--- src/hw/rtl/atlas_shelf_packer_assert.svh ---
// Assertion macros shared by the shelf packer RTL.
`ifndef ATLAS_SHELF_PACKER_ASSERT_SVH
`define ATLAS_SHELF_PACKER_ASSERT_SVH
`ifndef SYNTHESIS
// antecedent holds -> consequent holds in the same cycle
`define ASP_ASSERT_IMPLIES(lbl, ante, cons) \
	lbl: assert property (@(posedge clk) disable iff (!arst_n) (ante) |-> (cons)) \
		else $error("shelf packer: assertion failed");
// antecedent holds -> consequent holds in the next cycle
`define ASP_ASSERT_NEXT(lbl, ante, cons) \
	lbl: assert property (@(posedge clk) disable iff (!arst_n) (ante) |=> (cons)) \
		else $error("shelf packer: assertion failed");
`else
`define ASP_ASSERT_IMPLIES(lbl, ante, cons)
`define ASP_ASSERT_NEXT(lbl, ante, cons)
`endif
`endif

--- src/hw/rtl/asp_pkg.sv ---
// Shared types, constants and helpers of the shelf packer.
package asp_pkg;

	localparam int SHEET_COUNT_LIMIT_DEF = 256;
	localparam int GLYPH_SIZE_LIMIT_DEF  = 1024;
	localparam int COORD_W               = 12;
	localparam int GLYPH_W               = 10;
	localparam int SHEET_OUT_W           = 8;
	localparam int QUEUE_DEPTH           = 4;
	localparam logic [COORD_W-1:0] LIMIT_RESET = 12'd2048;

	typedef logic [COORD_W-1:0]     coord_t;
	typedef logic [GLYPH_W-1:0]     glyph_t;
	typedef logic [SHEET_OUT_W-1:0] sheet_out_t;

	typedef enum logic {
		REG_WIDTH_LIMIT  = 1'b0,
		REG_HEIGHT_LIMIT = 1'b1
	} reg_index_t;

	typedef enum logic {
		KIND_PLACE = 1'b0,
		KIND_SHEET = 1'b1
	} kind_t;

	// One accepted item, fully classified: up to three records.
	typedef struct packed {
		logic       open_v;
		sheet_out_t open_sheet;
		coord_t     open_ex;
		coord_t     open_ey;
		sheet_out_t place_sheet;
		coord_t     place_x;
		coord_t     place_y;
		logic       close_v;
		coord_t     close_ex;
		coord_t     close_ey;
	} job_t;

	typedef struct packed {
		kind_t      kind;
		sheet_out_t sheet;
		coord_t     px;
		coord_t     py;
		coord_t     ex;
		coord_t     ey;
		logic       last;
	} rec_t;

	function automatic coord_t sat12(input logic [COORD_W:0] v);
		sat12 = v[COORD_W] ? {COORD_W{1'b1}} : v[COORD_W-1:0];
	endfunction

	function automatic coord_t max12(input coord_t a, input coord_t b);
		max12 = (a > b) ? a : b;
	endfunction

endpackage

--- src/hw/rtl/asp_front.sv ---
// Front end: config registers, packing state and per-item classification.
module asp_front #(
	parameter int SHEET_COUNT_LIMIT = asp_pkg::SHEET_COUNT_LIMIT_DEF,
	parameter int GLYPH_SIZE_LIMIT  = asp_pkg::GLYPH_SIZE_LIMIT_DEF
) (
	input  logic                clk,
	input  logic                arst_n,
	input  logic                cfg_we,
	input  logic [0:0]          cfg_index,
	input  asp_pkg::coord_t     cfg_data,
	input  logic                accept,
	input  asp_pkg::glyph_t     glyph_width,
	input  asp_pkg::glyph_t     glyph_height,
	input  logic                final_glyph,
	output logic                job_push,
	output asp_pkg::job_t       job
);

	localparam int SW = $clog2(SHEET_COUNT_LIMIT);
	localparam logic [SW-1:0] SHEET_MAX = SW'(SHEET_COUNT_LIMIT - 1);
	localparam int GMAX_INT = (GLYPH_SIZE_LIMIT - 1 > 1023) ? 1023 : GLYPH_SIZE_LIMIT - 1;
	localparam asp_pkg::glyph_t GLYPH_MAX = asp_pkg::GLYPH_W'(GMAX_INT);

	asp_pkg::coord_t width_limit_q, height_limit_q;
	asp_pkg::coord_t cursor_x_q, cursor_y_q, used_width_q, used_height_q;
	asp_pkg::glyph_t row_height_q;
	logic [SW-1:0]   sheet_q;

	asp_pkg::glyph_t w, h, rh_raise, rh_a;
	logic            new_row, new_sheet;
	logic [asp_pkg::COORD_W:0] row_sum, col_sum;
	asp_pkg::coord_t cx_a, cy_a, cy_row, cx_b, cy_b, uw_b, uh_b, cx_c, uw_c, top_c, uh_c;
	logic [SW-1:0]   sheet_b;
	logic [SW+7:0]   open_ext, place_ext;

	always_comb begin
		w = (glyph_width  > GLYPH_MAX) ? GLYPH_MAX : glyph_width;
		h = (glyph_height > GLYPH_MAX) ? GLYPH_MAX : glyph_height;
		rh_raise = (h > row_height_q) ? h : row_height_q;

		// row break
		row_sum = {1'b0, cursor_x_q} + 13'(w);
		new_row = row_sum >= {1'b0, width_limit_q};
		cy_row  = asp_pkg::sat12({1'b0, cursor_y_q} + 13'(rh_raise));
		cx_a    = new_row ? '0 : cursor_x_q;
		cy_a    = new_row ? cy_row : cursor_y_q;
		rh_a    = new_row ? h : rh_raise;

		// sheet break
		col_sum   = {1'b0, cy_a} + 13'(h);
		new_sheet = col_sum >= {1'b0, height_limit_q};
		sheet_b   = (new_sheet && sheet_q < SHEET_MAX) ? sheet_q + 1'b1 : sheet_q;
		cx_b      = new_sheet ? '0 : cx_a;
		cy_b      = new_sheet ? '0 : cy_a;
		uw_b      = new_sheet ? '0 : used_width_q;
		uh_b      = new_sheet ? '0 : used_height_q;

		// advance past the placed glyph
		cx_c  = asp_pkg::sat12({1'b0, cx_b} + 13'(w));
		uw_c  = asp_pkg::max12(uw_b, cx_c);
		top_c = asp_pkg::sat12({1'b0, cy_b} + 13'(rh_a));
		uh_c  = asp_pkg::max12(uh_b, top_c);

		open_ext  = {8'b0, sheet_q};
		place_ext = {8'b0, sheet_b};

		job.open_v      = new_sheet;
		job.open_sheet  = open_ext[7:0];
		job.open_ex     = used_width_q;
		job.open_ey     = used_height_q;
		job.place_sheet = place_ext[7:0];
		job.place_x     = cx_b;
		job.place_y     = cy_b;
		job.close_v     = final_glyph && (uw_c != '0) && (uh_c != '0);
		job.close_ex    = uw_c;
		job.close_ey    = uh_c;
	end

	assign job_push = accept;

	always_ff @(posedge clk or negedge arst_n) begin
		if (!arst_n) begin
			width_limit_q  <= asp_pkg::LIMIT_RESET;
			height_limit_q <= asp_pkg::LIMIT_RESET;
		end else if (cfg_we) begin
			unique case (asp_pkg::reg_index_t'(cfg_index))
				asp_pkg::REG_WIDTH_LIMIT:  width_limit_q  <= cfg_data;
				asp_pkg::REG_HEIGHT_LIMIT: height_limit_q <= cfg_data;
			endcase
		end
	end

	always_ff @(posedge clk or negedge arst_n) begin
		if (!arst_n) begin
			cursor_x_q    <= '0;
			cursor_y_q    <= '0;
			row_height_q  <= '0;
			used_width_q  <= '0;
			used_height_q <= '0;
			sheet_q       <= '0;
		end else if (accept) begin
			if (final_glyph) begin
				cursor_x_q    <= '0;
				cursor_y_q    <= '0;
				row_height_q  <= '0;
				used_width_q  <= '0;
				used_height_q <= '0;
				sheet_q       <= '0;
			end else begin
				cursor_x_q    <= cx_c;
				cursor_y_q    <= cy_b;
				row_height_q  <= rh_a;
				used_width_q  <= uw_c;
				used_height_q <= uh_c;
				sheet_q       <= sheet_b;
			end
		end
	end

	`include "atlas_shelf_packer_assert.svh"

	`ASP_ASSERT_IMPLIES(a_sheet_bound, 1'b1, sheet_q <= SHEET_MAX)
	`ASP_ASSERT_NEXT(a_final_clears, accept && final_glyph, cursor_x_q == '0 && used_height_q == '0)

endmodule

--- src/hw/rtl/asp_queue.sv ---
// Short job queue between front and back end.
module asp_queue (
	input  logic          clk,
	input  logic          arst_n,
	input  logic          push,
	input  asp_pkg::job_t wr_job,
	output logic          full,
	input  logic          pop,
	output logic          rd_valid,
	output asp_pkg::job_t rd_job
);

	localparam int DEPTH = asp_pkg::QUEUE_DEPTH;
	localparam int AW    = $clog2(DEPTH);

	asp_pkg::job_t mem_q [DEPTH];
	logic [AW-1:0] wr_ptr_q, rd_ptr_q;
	logic [AW:0]   cnt_q;

	assign full     = cnt_q == (AW+1)'(DEPTH);
	assign rd_valid = cnt_q != '0;
	assign rd_job   = mem_q[rd_ptr_q];

	always_ff @(posedge clk) begin
		if (push)
			mem_q[wr_ptr_q] <= wr_job;
	end

	always_ff @(posedge clk or negedge arst_n) begin
		if (!arst_n) begin
			wr_ptr_q <= '0;
			rd_ptr_q <= '0;
			cnt_q    <= '0;
		end else begin
			if (push)
				wr_ptr_q <= (wr_ptr_q == AW'(DEPTH - 1)) ? '0 : wr_ptr_q + 1'b1;
			if (pop)
				rd_ptr_q <= (rd_ptr_q == AW'(DEPTH - 1)) ? '0 : rd_ptr_q + 1'b1;
			if (push && !pop)
				cnt_q <= cnt_q + 1'b1;
			else if (pop && !push)
				cnt_q <= cnt_q - 1'b1;
		end
	end

	`include "atlas_shelf_packer_assert.svh"

	`ASP_ASSERT_IMPLIES(a_no_overflow, push, !full || pop)
	`ASP_ASSERT_IMPLIES(a_no_underflow, pop, rd_valid)

endmodule

--- src/hw/rtl/asp_back.sv ---
// Back end: unrolls queued jobs into records behind an output register.
module asp_back (
	input  logic          clk,
	input  logic          arst_n,
	input  logic          head_valid,
	input  asp_pkg::job_t head_job,
	output logic          head_pop,
	output logic          empty,
	input  logic          pop,
	output asp_pkg::rec_t rec
);

	typedef enum logic [2:0] {
		PH_OPEN  = 3'b001,
		PH_PLACE = 3'b010,
		PH_CLOSE = 3'b100
	} phase_t;

	phase_t        phase_q;
	logic          out_v_q;
	asp_pkg::rec_t rec_q;

	logic          is_open, is_close, is_last, advance;
	asp_pkg::rec_t rec_d;

	always_comb begin
		is_open  = (phase_q == PH_OPEN) && head_job.open_v;
		is_close = phase_q == PH_CLOSE;
		is_last  = is_close || (!is_open && !head_job.close_v);
		advance  = head_valid && (!out_v_q || pop);

		rec_d.last = is_last;
		if (is_open) begin
			rec_d.kind  = asp_pkg::KIND_SHEET;
			rec_d.sheet = head_job.open_sheet;
			rec_d.px    = '0;
			rec_d.py    = '0;
			rec_d.ex    = head_job.open_ex;
			rec_d.ey    = head_job.open_ey;
		end else if (is_close) begin
			rec_d.kind  = asp_pkg::KIND_SHEET;
			rec_d.sheet = head_job.place_sheet;
			rec_d.px    = '0;
			rec_d.py    = '0;
			rec_d.ex    = head_job.close_ex;
			rec_d.ey    = head_job.close_ey;
		end else begin
			rec_d.kind  = asp_pkg::KIND_PLACE;
			rec_d.sheet = head_job.place_sheet;
			rec_d.px    = head_job.place_x;
			rec_d.py    = head_job.place_y;
			rec_d.ex    = '0;
			rec_d.ey    = '0;
		end
	end

	assign head_pop = advance && is_last;
	assign empty    = !out_v_q;
	assign rec      = rec_q;

	always_ff @(posedge clk or negedge arst_n) begin
		if (!arst_n) begin
			phase_q <= PH_OPEN;
			out_v_q <= 1'b0;
		end else begin
			if (advance) begin
				out_v_q <= 1'b1;
				if (is_last)
					phase_q <= PH_OPEN;
				else if (is_open)
					phase_q <= PH_PLACE;
				else
					phase_q <= PH_CLOSE;
			end else if (pop) begin
				out_v_q <= 1'b0;
			end
		end
	end

	always_ff @(posedge clk) begin
		if (advance)
			rec_q <= rec_d;
	end

	`include "atlas_shelf_packer_assert.svh"

	`ASP_ASSERT_IMPLIES(a_close_has_job, phase_q == PH_CLOSE, head_valid && head_job.close_v)
	`ASP_ASSERT_IMPLIES(a_place_no_extent, out_v_q && rec_q.kind == asp_pkg::KIND_PLACE,
		rec_q.ex == '0 && rec_q.ey == '0)

endmodule

--- src/hw/rtl/atlas_shelf_packer.sv ---
// Top level of the shelf packer: front end, job queue and back end.
//
// Usage notes
// - Items in: glyph_width, glyph_height and final_glyph are taken at a rising
//   edge with push high and full low. One item per cycle is accepted as long
//   as the job queue has room.
// - Records out: while empty is low the oldest record sits on the result
//   ports; it is taken at an edge with pop high. Each item gives one to three
//   records (optional sheet close, placement, optional final sheet close);
//   last_of_run marks the last record of an item.
// - Flow: the edge that accepts an item writes its classified job into the
//   queue; the first record of the item is loaded into the output register
//   at a later edge, once that register is empty or being popped. The front
//   accepts one item a cycle; the back drains one record a cycle while pop
//   keeps up, so items that close sheets give it two or three records.
// - If pop stays low, the output register holds, the four-entry job queue
//   fills, and full rises; the packing state only moves on accepted items.
// - Config: cfg_we writes cfg_data to register cfg_index (0 width limit,
//   1 height limit) at once; write only while the block is idle.
// - Reset (arst_n low) clears the queue, the packing state and the sheet
//   count and sets both limits to 2048.
module atlas_shelf_packer #(
	parameter int SHEET_COUNT_LIMIT = asp_pkg::SHEET_COUNT_LIMIT_DEF,
	parameter int GLYPH_SIZE_LIMIT  = asp_pkg::GLYPH_SIZE_LIMIT_DEF
) (
	input  logic                   clk,
	input  logic                   arst_n,
	input  logic                   cfg_we,
	input  logic [0:0]             cfg_index,
	input  asp_pkg::coord_t        cfg_data,
	input  logic                   push,
	output logic                   full,
	input  asp_pkg::glyph_t        glyph_width,
	input  asp_pkg::glyph_t        glyph_height,
	input  logic                   final_glyph,
	output logic                   empty,
	input  logic                   pop,
	output logic                   record_kind,
	output asp_pkg::sheet_out_t    sheet_number,
	output asp_pkg::coord_t        place_x,
	output asp_pkg::coord_t        place_y,
	output asp_pkg::coord_t        sheet_extent_x,
	output asp_pkg::coord_t        sheet_extent_y,
	output logic                   last_of_run
);

	logic          accept;
	logic          job_push;
	asp_pkg::job_t job_in;
	logic          head_valid, head_pop;
	asp_pkg::job_t head_job;
	asp_pkg::rec_t rec;

	// an item enters only when the queue has a free slot
	assign accept = push && !full;

	asp_front #(
		.SHEET_COUNT_LIMIT (SHEET_COUNT_LIMIT),
		.GLYPH_SIZE_LIMIT  (GLYPH_SIZE_LIMIT)
	) u_front (
		.clk          (clk),
		.arst_n       (arst_n),
		.cfg_we       (cfg_we),
		.cfg_index    (cfg_index),
		.cfg_data     (cfg_data),
		.accept       (accept),
		.glyph_width  (glyph_width),
		.glyph_height (glyph_height),
		.final_glyph  (final_glyph),
		.job_push     (job_push),
		.job          (job_in)
	);

	asp_queue u_queue (
		.clk      (clk),
		.arst_n   (arst_n),
		.push     (job_push),
		.wr_job   (job_in),
		.full     (full),
		.pop      (head_pop),
		.rd_valid (head_valid),
		.rd_job   (head_job)
	);

	asp_back u_back (
		.clk        (clk),
		.arst_n     (arst_n),
		.head_valid (head_valid),
		.head_job   (head_job),
		.head_pop   (head_pop),
		.empty      (empty),
		.pop        (pop),
		.rec        (rec)
	);

	// record fields straight off the output register
	assign record_kind    = rec.kind;
	assign sheet_number   = rec.sheet;
	assign place_x        = rec.px;
	assign place_y        = rec.py;
	assign sheet_extent_x = rec.ex;
	assign sheet_extent_y = rec.ey;
	assign last_of_run    = rec.last;

endmodule

--- config.mk ---
export PLATFORM = sky130hd
export DESIGN_NAME = atlas_shelf_packer
export DESIGN_NICKNAME = d
export VERILOG_FILES = /design/src/hw/rtl/asp_pkg.sv /design/src/hw/rtl/asp_front.sv /design/src/hw/rtl/asp_queue.sv /design/src/hw/rtl/asp_back.sv /design/src/hw/rtl/atlas_shelf_packer.sv
export VERILOG_INCLUDE_DIRS = /design/src /design/src/hw/rtl
export SDC_FILE = /design/constraint.sdc
export NUM_CORES = 1
export LEC_CHECK = 0
export BUFFER_PORTS_ARGS = -buffer_cell sky130_fd_sc_hd__buf_2
export CAP_MARGIN = 20
export CELL_PAD_IN_SITES_DETAIL_PLACEMENT = 1
export CELL_PAD_IN_SITES_GLOBAL_PLACEMENT = 1
export CORE_MARGIN = 4
export CORE_UTILIZATION = 53
export DETAILED_ROUTE_END_ITERATION = 12
export GPL_ROUTABILITY_DRIVEN = 0
export HOLD_SLACK_MARGIN = 0.1
export PLACE_DENSITY_LB_ADDON = 0.1
export SYNTH_ARGS = -nofsm -noshare
export SYNTH_HDL_FRONTEND = slang
export SYNTH_SLANG_ARGS = --single-unit
--- constraint.sdc ---
create_clock -name clk -period 15.7 [get_ports clk]
set_input_delay 2.355 -clock clk [delete_from_list [all_inputs] [get_ports clk]]
set_output_delay 2.355 -clock clk [all_outputs]
set_load 0.02 [all_outputs]
==> impl_results.md <==
- Status: complete, no violations
- Maxcap violations: 0
- Slowest stage delay, CP: 430 ps
- Post-Layout Cell Count: 2389
- Crit. End Element: flop
- Clock transition at path regs: 60 ps
- Crit path time final: 14240 ps
- Top post-synthesis cells by area: edfxtp_1, dfrtp_1, mux4_2, ha_1, a22o_1
- Commonest cells post-synth: edfxtp_1, ha_1, dfrtp_1
- Met2 Use GR: 41.4%
- CTS Buffer Depth: 3
- Met3 Usage GRT: 3.24%
- Initial antenna violation count: 0
- Vias per cell: 6.13
- Post-synth EDFFs: 418
- P&R area growth vs syn: 12.2%
- Layout cells sized above 1: 21.9%
- Critical path's top delay family: compound AO/OA/AOI/OAI gates
- Layout Utilization: 60.2%
- # diodes: 0
- Clock sink total: 519
- DR pass1 iterations: 5
- Die ar.: 49400 sq um
- Total gr overflow: 0
- Critical Path AT: 14580 ps
- Post-route cell area: 27300 sq um
- Initial Util: 53.6%
- Mapped Cells: 1653
- GR peak layer: met2
- Total I/O pin count: 99
- Cell taking the most area after synthesis: edfxtp_1
- Core Box Area: 45400 sq um
- Synthesized area per cell: 14.7 sq um
- Flop2flop setup slack: 2920 ps
- Setup tns final: 0 ps
- Total Routing Usage GR: 24.9%
- Worst Hold Class: reg -> reg
- Most used cell along the critical path: a21oi_1
- Routed WL per cell: 25.4 um
- Worst endpoint required time: 16050 ps
- Area post-placement: 25500 sq um
- Placed insts: 2290
- Port buffer count: 98
- ANT nets after route: 0
- Fin crit share: 90.7%
- Iter 0 DRT Violations: 1209
- Row count: 78
- Clock Latency Late Sink: 600 ps
- Fraction of synthesized cell area taken by the top area cell type: 51.6%
- DRC errors left: 0
- CTS Root Cell: clkbuf_16
- Critical Path Source Type: input port
- Routing usage on met1: 34.9%
- Register area share after synthesis: 62.0%
- First-pass GRT wire length: 95.9 mm
- Vias in the first global route: 16200
- Synthesized flop and latch total: 519
- Fin nets: 1906
- YS warnings: 0
- Setup violators final: 0
- DP HPWL: 40.1 mm
- # H-tree levels: 2
- Crit-path slowest cell: a311oi_1
- Die W: 222 um
- Slew HR: 25.9%
- Final WL: 60.7 mm
- Most used flip-flop cell after synthesis: edfxtp_1
- Crit path max fanout: 24
- Slew Limit Fails: 0
- Total number of vias: 14700
- WP buf/inv: 5
- Post-synth ARST share: 19.5%
- Final hold vios: 0
- Syn_nets: 1813
- Fmax: 70.2 MHz
- Mapped Area: 24300 sq um
- Cts bufs inserted: 53
- CTS tree: yes
- Unrepaired setup endpoints after global routing: false
- WS Path Type: in -> reg
- Worst Tran Pin Value: 1110 ps
- Height of the die: 222 um
- Synth unique cells: 85
- Top-count cell post-synth: edfxtp_1
- Worst Skew: 15.7 ps
- Pin count of the biggest net entering global routing: 69
## repair_timing
action                                  CTS  global route
hold buffers                              0             0
resized for setup                         0             1
setup buffers                             0             0
endpoints found under the setup margin    0             4
## sequential cells by signal, indices dropped and copies added, names as in the netlist
signal	cells
u_queue.mem_q	360
u_back.rec	58
u_front.cursor_x_q	12
u_front.cursor_y_q	12
u_front.height_limit_q	12
u_front.used_height_q	12
u_front.used_width_q	12
u_front.width_limit_q	12
u_front.row_height_q	10
u_front.sheet_q	8
u_back.phase_q	3
u_queue.cnt_q	3
u_queue.rd_ptr_q	2
u_queue.wr_ptr_q	2
u_back.out_v_q	1
## kinds of logic (layout without fill, tap and decap cells)
family	Yosys count	count (layout)	share of synthesized area, %
xor gates and xnor gates	47	47	1.69
muxes	134	134	10.4
and+or+nand+nor	309	309	6.53
adders and majority gates	121	121	6.41
AOI/OAI and AO/OA	352	352	10.3
buffers and inverters	171	307	2.74
DFF	519	519	62.0
## final cells by class
cell class / count / area, sq um
Timing Repair Buffer: 127 / 731
Sequential cell: 519 / 15100
Clock buffer: 64 / 1440
Clock inverter: 34 / 367
Tap cell: 600 / 751
Fill cell: 4259 / 18100
Inverter: 82 / 308
Multi-Input combinational cell: 963 / 8630
## cells in the final DEF (no fill, tap or decap), drive strengths merged, types with 10 or more instances in the layout
cell / instances
a211oi: 10
a21o: 16
a21oi: 75
a22o: 63
and2: 34
and3: 47
buf: 127
clkbuf: 64
clkinv: 20
dfrtp: 98
edfxtp: 418
ha: 115
inv: 84
mux2: 43
mux4: 90
nand2: 80
nand2b: 13
nand3: 14
nor2: 64
nor2b: 15
o21a: 11
o21ai: 83
o22a: 12
xnor2: 34
xor2: 13
## metal layers
metal  vias to the layer above  wire length, um
met2                       373            29400
met4                         0             1590
met1                      7629            27000
met3                        77             2690
met5                         -                0
li1                       6571                -
## metrics by stage
stage               setup slack, ps  hold WS (ps)
floorplan                      2030           456
global placement               1330           474
detailed placement              795           488
CTS                            1410           506
global route                    107           526
finish                         1460           508
## worst paths after layout
path / startpoint / cells past startpoint / endpoint
setup reg to reg: u_front.cursor_x_q[1] / 56 / u_queue.mem_q[1][24]
hold reg to reg: u_front.height_limit_q[2] / 1 / u_front.height_limit_q[2]
hold / removal: u_front.height_limit_q[2] / 1 / u_front.height_limit_q[2]
max in group asynchronous: arst_n / 2 / u_queue.rd_ptr_q[1]
setup / recovery: glyph_width[1] / 57 / u_queue.mem_q[1][24]
min in group asynchronous: arst_n / 1 / u_front.cursor_y_q[4]
Power is not shown: default switching activity piles up to over one toggle a cycle in this logic, so the estimate is an artifact.
